===== src/nbpd_pkg.sv =====
// Package for the bar pattern deduplicator: payload structs, sizes, state codes.
// No dependencies.
package nbpd_pkg;

  localparam int unsigned MaxPatterns = 256;
  localparam int unsigned Slots       = 16;
  localparam int unsigned SlotW       = $clog2(Slots);
  localparam int unsigned EntryW      = $clog2(MaxPatterns);
  localparam int unsigned CountW      = $clog2(MaxPatterns + 1);
  localparam int unsigned AddrW       = EntryW + SlotW;
  localparam int unsigned CellW       = 17;
  localparam int unsigned TimeW       = 24;
  localparam int unsigned TpqW        = 10;
  localparam int unsigned BarW        = 20;
  localparam int unsigned QuotW       = TimeW;

  localparam logic [0:0] CfgTpq   = 1'b0;
  localparam logic [0:0] CfgTrack = 1'b1;
  localparam logic [TpqW-1:0] TpqReset = 10'd48;

  typedef struct packed {
    logic        kind;
    logic [23:0] note_time;
    logic [6:0]  note_number;
    logic [6:0]  velocity;
  } in_item_t;

  typedef struct packed {
    logic [19:0] bar_index;
    logic [7:0]  pattern_index;
    logic        is_new;
    logic        table_full;
  } out_item_t;

  typedef enum logic [3:0] {
    StIdle, StDiv, StDecide, StFlushClr, StSearch, StCmp, StNext, StStore, StWrite,
    StOut
  } state_e;

  typedef struct packed {
    logic start;
    logic busy;
  } div_ctrl_t;

endpackage


===== src/nbpd_div.sv =====
// Bit-serial restoring divider: note_time / ticks_per_quarter, one bit a cycle.
// Depends on nbpd_pkg.
module nbpd_div (
  input  logic                            clk_i,
  input  logic                            rst_ni,
  input  nbpd_pkg::div_ctrl_t             ctrl_i,
  input  logic [nbpd_pkg::TimeW-1:0]      dividend_i,
  input  logic [nbpd_pkg::TpqW-1:0]       divisor_i,
  output logic                            done_o,
  output logic [nbpd_pkg::QuotW-1:0]      quot_o
);
  localparam int unsigned CntW = $clog2(nbpd_pkg::TimeW + 1);

  logic [nbpd_pkg::TpqW:0]       rem_q, rem_d;
  logic [nbpd_pkg::TimeW-1:0]    q_q, q_d;
  logic [nbpd_pkg::TpqW-1:0]     dv_q, dv_d;
  logic [CntW-1:0]               cnt_q, cnt_d;
  logic                          run_q, run_d;
  logic [nbpd_pkg::TpqW:0]       trial;

  always_comb begin
    rem_d = rem_q; q_d = q_q; dv_d = dv_q; cnt_d = cnt_q; run_d = run_q;
    trial = {rem_q[nbpd_pkg::TpqW-1:0], q_q[nbpd_pkg::TimeW-1]};
    if (ctrl_i.start) begin
      rem_d = '0;
      q_d   = dividend_i;
      dv_d  = (divisor_i == '0) ? nbpd_pkg::TpqW'(1) : divisor_i;
      cnt_d = CntW'(nbpd_pkg::TimeW);
      run_d = 1'b1;
    end else if (run_q) begin
      if (trial >= {1'b0, dv_q}) begin
        rem_d = trial - {1'b0, dv_q};
        q_d   = {q_q[nbpd_pkg::TimeW-2:0], 1'b1};
      end else begin
        rem_d = trial;
        q_d   = {q_q[nbpd_pkg::TimeW-2:0], 1'b0};
      end
      cnt_d = cnt_q - CntW'(1);
      if (cnt_q == CntW'(1)) run_d = 1'b0;
    end
  end

  always_ff @(posedge clk_i or negedge rst_ni) begin
    if (!rst_ni) begin
      run_q <= 1'b0;
      cnt_q <= '0;
    end else begin
      run_q <= run_d;
      cnt_q <= cnt_d;
    end
  end

  always_ff @(posedge clk_i) begin
    rem_q <= rem_d;
    q_q   <= q_d;
    dv_q  <= dv_d;
  end

  assign done_o = ctrl_i.busy & ~run_q;
  assign quot_o = q_q;
endmodule


===== config.mk =====
export PLATFORM = sky130hd
export DESIGN_NAME = nbpd_div
export DESIGN_NICKNAME = d
export VERILOG_FILES = /design/src/nbpd_pkg.sv /design/src/nbpd_div.sv
export SDC_FILE = /design/constraint.sdc
export NUM_CORES = 1
export LEC_CHECK = 0
export BUFFER_PORTS_ARGS = -buffer_cell sky130_fd_sc_hd__buf_2
export CORE_ASPECT_RATIO = 1.2
export CORE_MARGIN = 10
export CORE_UTILIZATION = 40
export DETAILED_ROUTE_END_ITERATION = 16
export PLACE_DENSITY = 0.73
export SLEW_MARGIN = 0
export SYNTH_ARGS = -nofsm -noshare
export SYNTH_HDL_FRONTEND = slang
export SYNTH_SLANG_ARGS = --single-unit

===== constraint.sdc =====
create_clock -name clk_i -period 4.8 [get_ports clk_i]
set_input_delay 0 -clock clk_i [delete_from_list [all_inputs] [get_ports clk_i]]
set_output_delay 0 -clock clk_i [all_outputs]
set_load 0.05 [all_outputs]

==> results of run 1 <==
==> kinds of logic after synthesis <==
logic type,share of synthesized area
buf+inv,0.04778
fa+ha+maj,0.06564
simple gates,0.09460
xor+xnor,0.03716
compound gates,0.1062
flops,0.5290
mux,0.1197
==> worst register-to-register path: stages (launching register included) <==
cell and delay [ns]:
edfxtp_1 0.43, inv_1 0.08, ha_1 0.16, inv_1 0.05, fa_1 0.42, a211oi_1 0.33, nor2_1 0.13, o22ai_1 0.17
xor2_1 0.20, nand3_1 0.10, o311a_2 0.18
==> power groups by stage <==
stage / combinational [mW] / clock [mW] / sequential, mW
CTS: 0.594 / 0.253 / 0.599
finish: 0.596 / 0.250 / 0.598
global placement: 0.562 / 0 / 0.607
global route: 0.656 / 0.273 / 0.611
detailed placement: 0.570 / 0 / 0.608
floorplan: 0.376 / 0 / 0.689
==> cells in the mapped netlist (5+ instances only) <==
library cell / instances
xnor2_1: 5
dfxtp_1: 10
dfrtp_1: 6
nor2_1: 17
xor2_1: 6
ha_1: 12
edfxtp_1: 34
clkbuf_1: 13
a211oi_1: 8
inv_1: 15
nand3_1: 6
mux2_2: 24
nand2_1: 10
==> registers in the layout, indices dropped and copies added, names as in the netlist <==
name / cells
run_q: 1
cnt_q: 5
rem_q: 10
quot_o: 24
dv_q: 10
==> area by class of cell <==
cell class | count | area, sq um
Clock inverter | 3 | 21.27
Timing Repair Buffer | 96 | 648.1
Multi-Input combinational cell | 138 | 1097
Tap cell | 85 | 106.4
Clock buffer | 5 | 68.82
Inverter | 15 | 56.30
Fill cell | 539 | 2997
Sequential cell | 50 | 1371
==> layer usage <==
| layer | vias up | track usage | routed length (um) |
|---|---|---|---|
| met5 | - | 0 | 0 |
| met4 | 0 | 0.03642 | 74 |
| met3 | 6 | 0.03953 | 369 |
| met2 | 48 | 0.2221 | 3083 |
| met1 | 928 | 0.1335 | 2364 |
| li1 | 966 | - | - |
==> worst paths after layout <==
check                      cells past startpoint                  start  slack [ns]                     to
min in group asynchronous                      2                 rst_ni        0.03   cnt_q[1]$_DFFE_PN0P_
setup / recovery                              10   quot_o[23]$_DFFE_PP_        2.44  rem_q[8]$_SDFFE_PP0P_
hold / removal                                 2          dividend_i[7]       0.008    quot_o[7]$_DFFE_PP_
hold reg to reg                                2  rem_q[5]$_SDFFE_PP0P_        0.52  rem_q[5]$_SDFFE_PP0P_
setup reg to reg                              10   quot_o[23]$_DFFE_PP_        2.44  rem_q[8]$_SDFFE_PP0P_
max in group asynchronous                      2                 rst_ni        4.63        run_q$_DFF_PN0_
==> placed cells by master, fill, tap and decap left out, drive strengths merged, types with 4 or more instances in the layout <==
master	n
nor2	17
nand3	7
dfxtp	10
xnor2	5
mux2	24
xor2	6
a211oi	8
nor3	4
mux2i	4
ha	12
inv	15
nand2	11
o22ai	4
a21o	5
nor2b	4
dfrtp	6
dlygate4sd3	33
buf	63
edfxtp	34
clkbuf	5
==> metrics by stage <==
| stage | hold WS, ns | std cells | util | worst slack, ns |
|---|---|---|---|---|
| floorplan | -0.2956 | 219 | - | 2.446 |
| global placement | -0.1696 | 351 | 0.4632 | 2.464 |
| detailed placement | -0.1699 | 351 | 0.4632 | 2.441 |
| CTS | 0.003798 | 392 | 0.5293 | 2.416 |
| global route | 0.006323 | 392 | 0.5293 | 2.235 |
| finish | 0.007572 | 392 | 0.5293 | 2.443 |
==> flow_summary.json, run 1 <==
{
  "cts_root_buf": "clkbuf_8",
  "worst-path-buf-inv": 2,
  "ctsLongestPathBuffers": 2,
  "cts_resized": 0,
  "finish.instance_area_sq_mm": 0.003369,
  "grt_pass1_vias": 2092,
  "dieArea_sq_mm": 0.01011,
  "worst-path-max-fanout": 3,
  "synth.net_count": 270,
  "fp.dieW_um": 93.49,
  "start_kind": "register",
  "layout-drive-gt1-share": 0.3355,
  "power_mw": 1.445,
  "cts_made_buffers": 5,
  "fin_crit_ns": 2.357,
  "wl_per_cell_um": 15.03,
  "synth_area_leader_cell": "edfxtp_1",
  "dieHeight_um": 108.2,
  "initial_utilization": 0.4072,
  "ir_drop_uv": 281.0,
  "clock_latency_ns": 0.31,
  "nets": 357,
  "grtUsageTotal": 0.1230,
  "rows": 32,
  "p_comb_frac": 0.413,
  "place_area_sq_mm": 0.002949,
  "p_seq_frac": 0.414,
  "syn_area_per_cell_sq_um": 11.84,
  "overflow": 0,
  "status": "completed",
  "cp.arrival_ns": 2.57,
  "tightest_slew_ns": 0.9705,
  "crit_family": "compound AO/OA/AOI/OAI gates",
  "hp-class": "primary input to register",
  "max_freq_ghz": 0.4242,
  "n_antenna_cell": 0,
  "grt_setup_unrepaired": "no",
  "leakagePower_nw": 1.481,
  "cts_sinks": 50,
  "clkPwrFrac": 0.173,
  "synth_seq_cells": 50,
  "crit_type": "register to register",
  "critPathSlowestCell": "edfxtp_1",
  "grt_max_degree": 49,
  "routed_wl_um": 5893,
  "cp_cell_sequence": "inv_1 > ha_1 > inv_1 > fa_1 > a211oi_1 > nor2_1 > o22ai_1 > xor2_1 > nand3_1 > o311a_2",
  "core_area_sq_mm": 0.006366,
  "seq_area_frac_synth": 0.5290,
  "clk_pin_slew_worst_paths_ns": 0.10,
  "finalCritPeriodShare": 0.4911,
  "hold_violations": 0,
  "setup_viol": 0,
  "yosys.cell_types.count": 42,
  "grt_pass1_wl_um": 10090,
  "synth_area_sq_mm": 0.002592,
  "syn_inst": 219,
  "p_switching_uw": 549.3,
  "ios": 63,
  "fin_worst_skew_ns": 0.01320,
  "drc": 0,
  "cts_setup_buffers": 0,
  "first_pass_iters": 4,
  "yosys_warnings": 0,
  "cp.required_ns": 5.01,
  "final_max_slew_viol_count": 0,
  "hold_buffers": 33,
  "synth_edf_count": 34,
  "via_per_inst": 4.969,
  "crit_top_cell": "inv_1",
  "drv_cap": 0,
  "max_stage_delay_ns": 0.43,
  "drtIter0Drc": 149,
  "cts_tree": "built",
  "antenna_found_initial": 0,
  "slew_headroom": 0.3514,
  "yosys_most_used_dff": "edfxtp_1",
  "swShare": 0.3802,
  "ant_nets": 0,
  "syn_to_final_growth_pct": 29.97,
  "place.gp.congestion": 0.8259,
  "fin_setup_tns_ns": 0,
  "yosysTopAreaCellShare": 0.3938,
  "synthTopCellsByArea": "edfxtp_1, mux2_2, dfxtp_1",
  "vias": 1948,
  "cp-end-kind": "register",
  "port-buffer-count": 62,
  "htree_levels": 2,
  "synthArstFlopShare": 0.1200,
  "p_per_area_mw_per_mm2": 428.8,
  "p_int_uw": 895.5,
  "dpl.hpwl_um": 4004
}
Power figures use the tool's default switching activity.
==> run 2, diff against run 1 <==
- clock period: 4.8 -> 2.3 ns (I/O delays scaled with it)
==> run 2 against run 1 <==
  * Critical endpoint is now rem_q[9]$_SDFFE_PP0P_
  * Hold slack worse by 0.0072 ns
  * Global-route usage hardly changed
  * Largest power group is now combinational logic
  * Routed wire length up 2.7%
  * Maximum frequency is 10% higher
  * Die area stayed put
  * Register-to-register slack got worse by 2.3 ns
  * Sequential share of layout area about the same
  * Sequential power rose by 110%
  * Non-clock buffer count unchanged
  * Critical path depth shrank 2
  * Design area increased by 0.11%
==> flow_summary.json, run 2 (synthesis gave the netlist of run 1 again) <==
{
  "status": "completed",
  "grt_setup_unrepaired": "no",
  "dpl.hpwl_um": 4370,
  "layout-drive-gt1-share": 0.3616,
  "cp-end-kind": "register",
  "grt_pass1_vias": 2087,
  "multi_input_area_sq_mm": 0.001115,
  "drtIter0Drc": 72,
  "grt_max_degree": 48,
  "seq_area_sq_mm": 0.001371,
  "overflow": 0,
  "largest_reg_flops": 24,
  "max_freq_ghz": 0.4687,
  "start_kind": "register",
  "initial_utilization": 0.4072,
  "tightest_slew_ns": 0.5631,
  "cp.arrival_ns": 2.31,
  "cts_root_buf": "clkbuf_8",
  "cp.required_ns": 2.47,
  "cts_tree": "built",
  "fin_setup_tns_ns": 0,
  "p_per_area_mw_per_mm2": 904.0,
  "drc": 0,
  "nFillCells": 538,
  "cts_sinks": 50,
  "grtUsageTotal": 0.1233,
  "crit_type": "register to register",
  "dp_cells": 355,
  "clk_pin_slew_worst_paths_ns": 0.09,
  "htree_levels": 2,
  "cts_made_buffers": 5,
  "setup_viol": 0,
  "fin_worst_skew_ns": 0.002566,
  "reg2reg_to": "rem_q[9]$_SDFFE_PP0P_",
  "ctsLongestPathBuffers": 2,
  "ir_drop_uv": 558.7,
  "leakagePower_nw": 1.478,
  "max_stage_delay_ns": 0.55,
  "worst-path-max-fanout": 5,
  "final_cell_mix": "buf_2, edfxtp_1, dlygate4sd3_1",
  "dieArea_sq_mm": 0.01011,
  "drv_cap": 0,
  "min_path_cells": 2,
  "rows": 32,
  "routed_wl_um": 6051,
  "via_per_inst": 4.957,
  "slew_headroom": 0.6246,
  "hold_path_end": "quot_o[15]$_DFFE_PP_",
  "wl_per_cell_um": 15.44,
  "antenna_found_initial": 0,
  "worst-path-buf-inv": 1,
  "first_pass_iters": 4,
  "ios": 63,
  "reg2regPathDepth": 8,
  "crit_family": "simple AND/OR/NAND/NOR gates",
  "hold_violations": 0,
  "port-buffer-count": 62,
  "clock_latency_ns": 0.30,
  "final_common_cell": "buf_2",
  "place.gp.congestion": 0.8468,
  "cp_cell_sequence": "inv_1 > ha_2 > nand2_2 > or4_4 > o31a_4 > and3_2 > a31oi_1 > o22ai_1",
  "reg2reg_slack_ns": 0.17,
  "fin_cells": 392,
  "grt_pass1_wl_um": 10150,
  "fin_crit_ns": 2.134,
  "n_antenna_cell": 0,
  "critPathSlowestCell": "or4_4",
  "reg2reg_from": "dv_q[6]$_SDFFCE_PN0P_",
  "core_area_sq_mm": 0.006366,
  "hold_start": "dividend_i[15]",
  "finalCritPeriodShare": 0.9276,
  "vias": 1943,
  "ant_nets": 0,
  "fp.dieW_um": 93.49,
  "dieHeight_um": 108.2,
  "syn_to_final_growth_pct": 30.12,
  "final_max_slew_viol_count": 0,
  "nets": 357,
  "hp-class": "primary input to register"
}
-- run 2: cell types whose count changed in the layout (fill, tap and decap cells not counted), sizes merged --
| cell | previous run | this run |
|---|---|---|
| buf | 63 | 68 |
| dlygate4sd3 | 33 | 28 |
| clkinv | 3 | 1 |
| clkinvlp | 0 | 1 |
| inv | 15 | 16 |
-- run 2: final cells by class --
class,count,area share
flip-flops and latches,50,0.4065
repair buffers,96,0.1884
multi-input cells,138,0.3305
inverters,15,0.01669
well taps,85,0.03153
clock buffers,5,0.02040
clock inverters,3,0.005935
-- run 2: how the worst max path moves through the flow --
stage / startpoint / end / slack [ns] / cells after the start
after floorplan: quot_o[23]$_DFFE_PP_ / rem_q[8]$_SDFFE_PP0P_ / -0.001 / 10
after global placement: quot_o[23]$_DFFE_PP_ / rem_q[8]$_SDFFE_PP0P_ / 0.11 / 10
after detailed placement: quot_o[23]$_DFFE_PP_ / rem_q[8]$_SDFFE_PP0P_ / 0.12 / 10
after CTS: quot_o[23]$_DFFE_PP_ / rem_q[8]$_SDFFE_PP0P_ / 0.1 / 10
after global routing: dv_q[6]$_SDFFCE_PN0P_ / rem_q[9]$_SDFFE_PP0P_ / 0.005 / 8
final: dv_q[6]$_SDFFCE_PN0P_ / rem_q[9]$_SDFFE_PP0P_ / 0.17 / 8
-- run 2: power by group --
group / internal (mW) / total, mW / switching, mW / leakage (nW)
logic: 0.554 / 1.29 / 0.736 / 0.934
registers: 1.13 / 1.25 / 0.117 / 0.501
clock network: 0.215 / 0.510 / 0.295 / 0.0422
total: 1.90 / 3.05 / 1.15 / 1.48
-- run 2: routing by layer --
metal / vias to the layer above / global-route usage / part of all wire
met5: - / 0 / 0
met4: 0 / 0.03642 / 0.010
met3: 5 / 0.04161 / 0.064
met2: 48 / 0.2211 / 0.54
met1: 919 / 0.1338 / 0.39
li1: 971 / - / -
-- run 2: per-stage QoR --
stage | worst slack, ns | cell area, sq um | hold slack (ns) | power, mW | util
floorplan | -0.001034 | 2605 | -0.2956 | 2.240 | -
global placement | 0.1063 | 2992 | -0.1691 | 2.480 | 0.4699
detailed placement | 0.1171 | 2992 | -0.1694 | 2.510 | 0.4699
CTS | 0.09850 | 3351 | 0.0009097 | 3.058 | 0.5263
global route | 0.004635 | 3373 | 0.002376 | 3.252 | 0.5299
finish | 0.1664 | 3373 | 0.0003366 | 3.050 | 0.5299
-- run 2: timing repair --
action                                 CTS  global route
gates resized for setup                  0             2
hold buffers                            27             1
endpoints found under the hold margin   32             1
setup endpoints to repair                0             4
setup buffers                            0             1
-- run 2: worst register-to-register path: cells and delay by family, from the launching register on --
family	cells	cell delay [ns]
buffers and inverters	1	0.04
AND/OR/NAND/NOR	3	0.87
AO/OA/AOI/OAI	3	0.39
adder cells (fa/ha/maj)	1	0.37
flip-flops	1	0.34
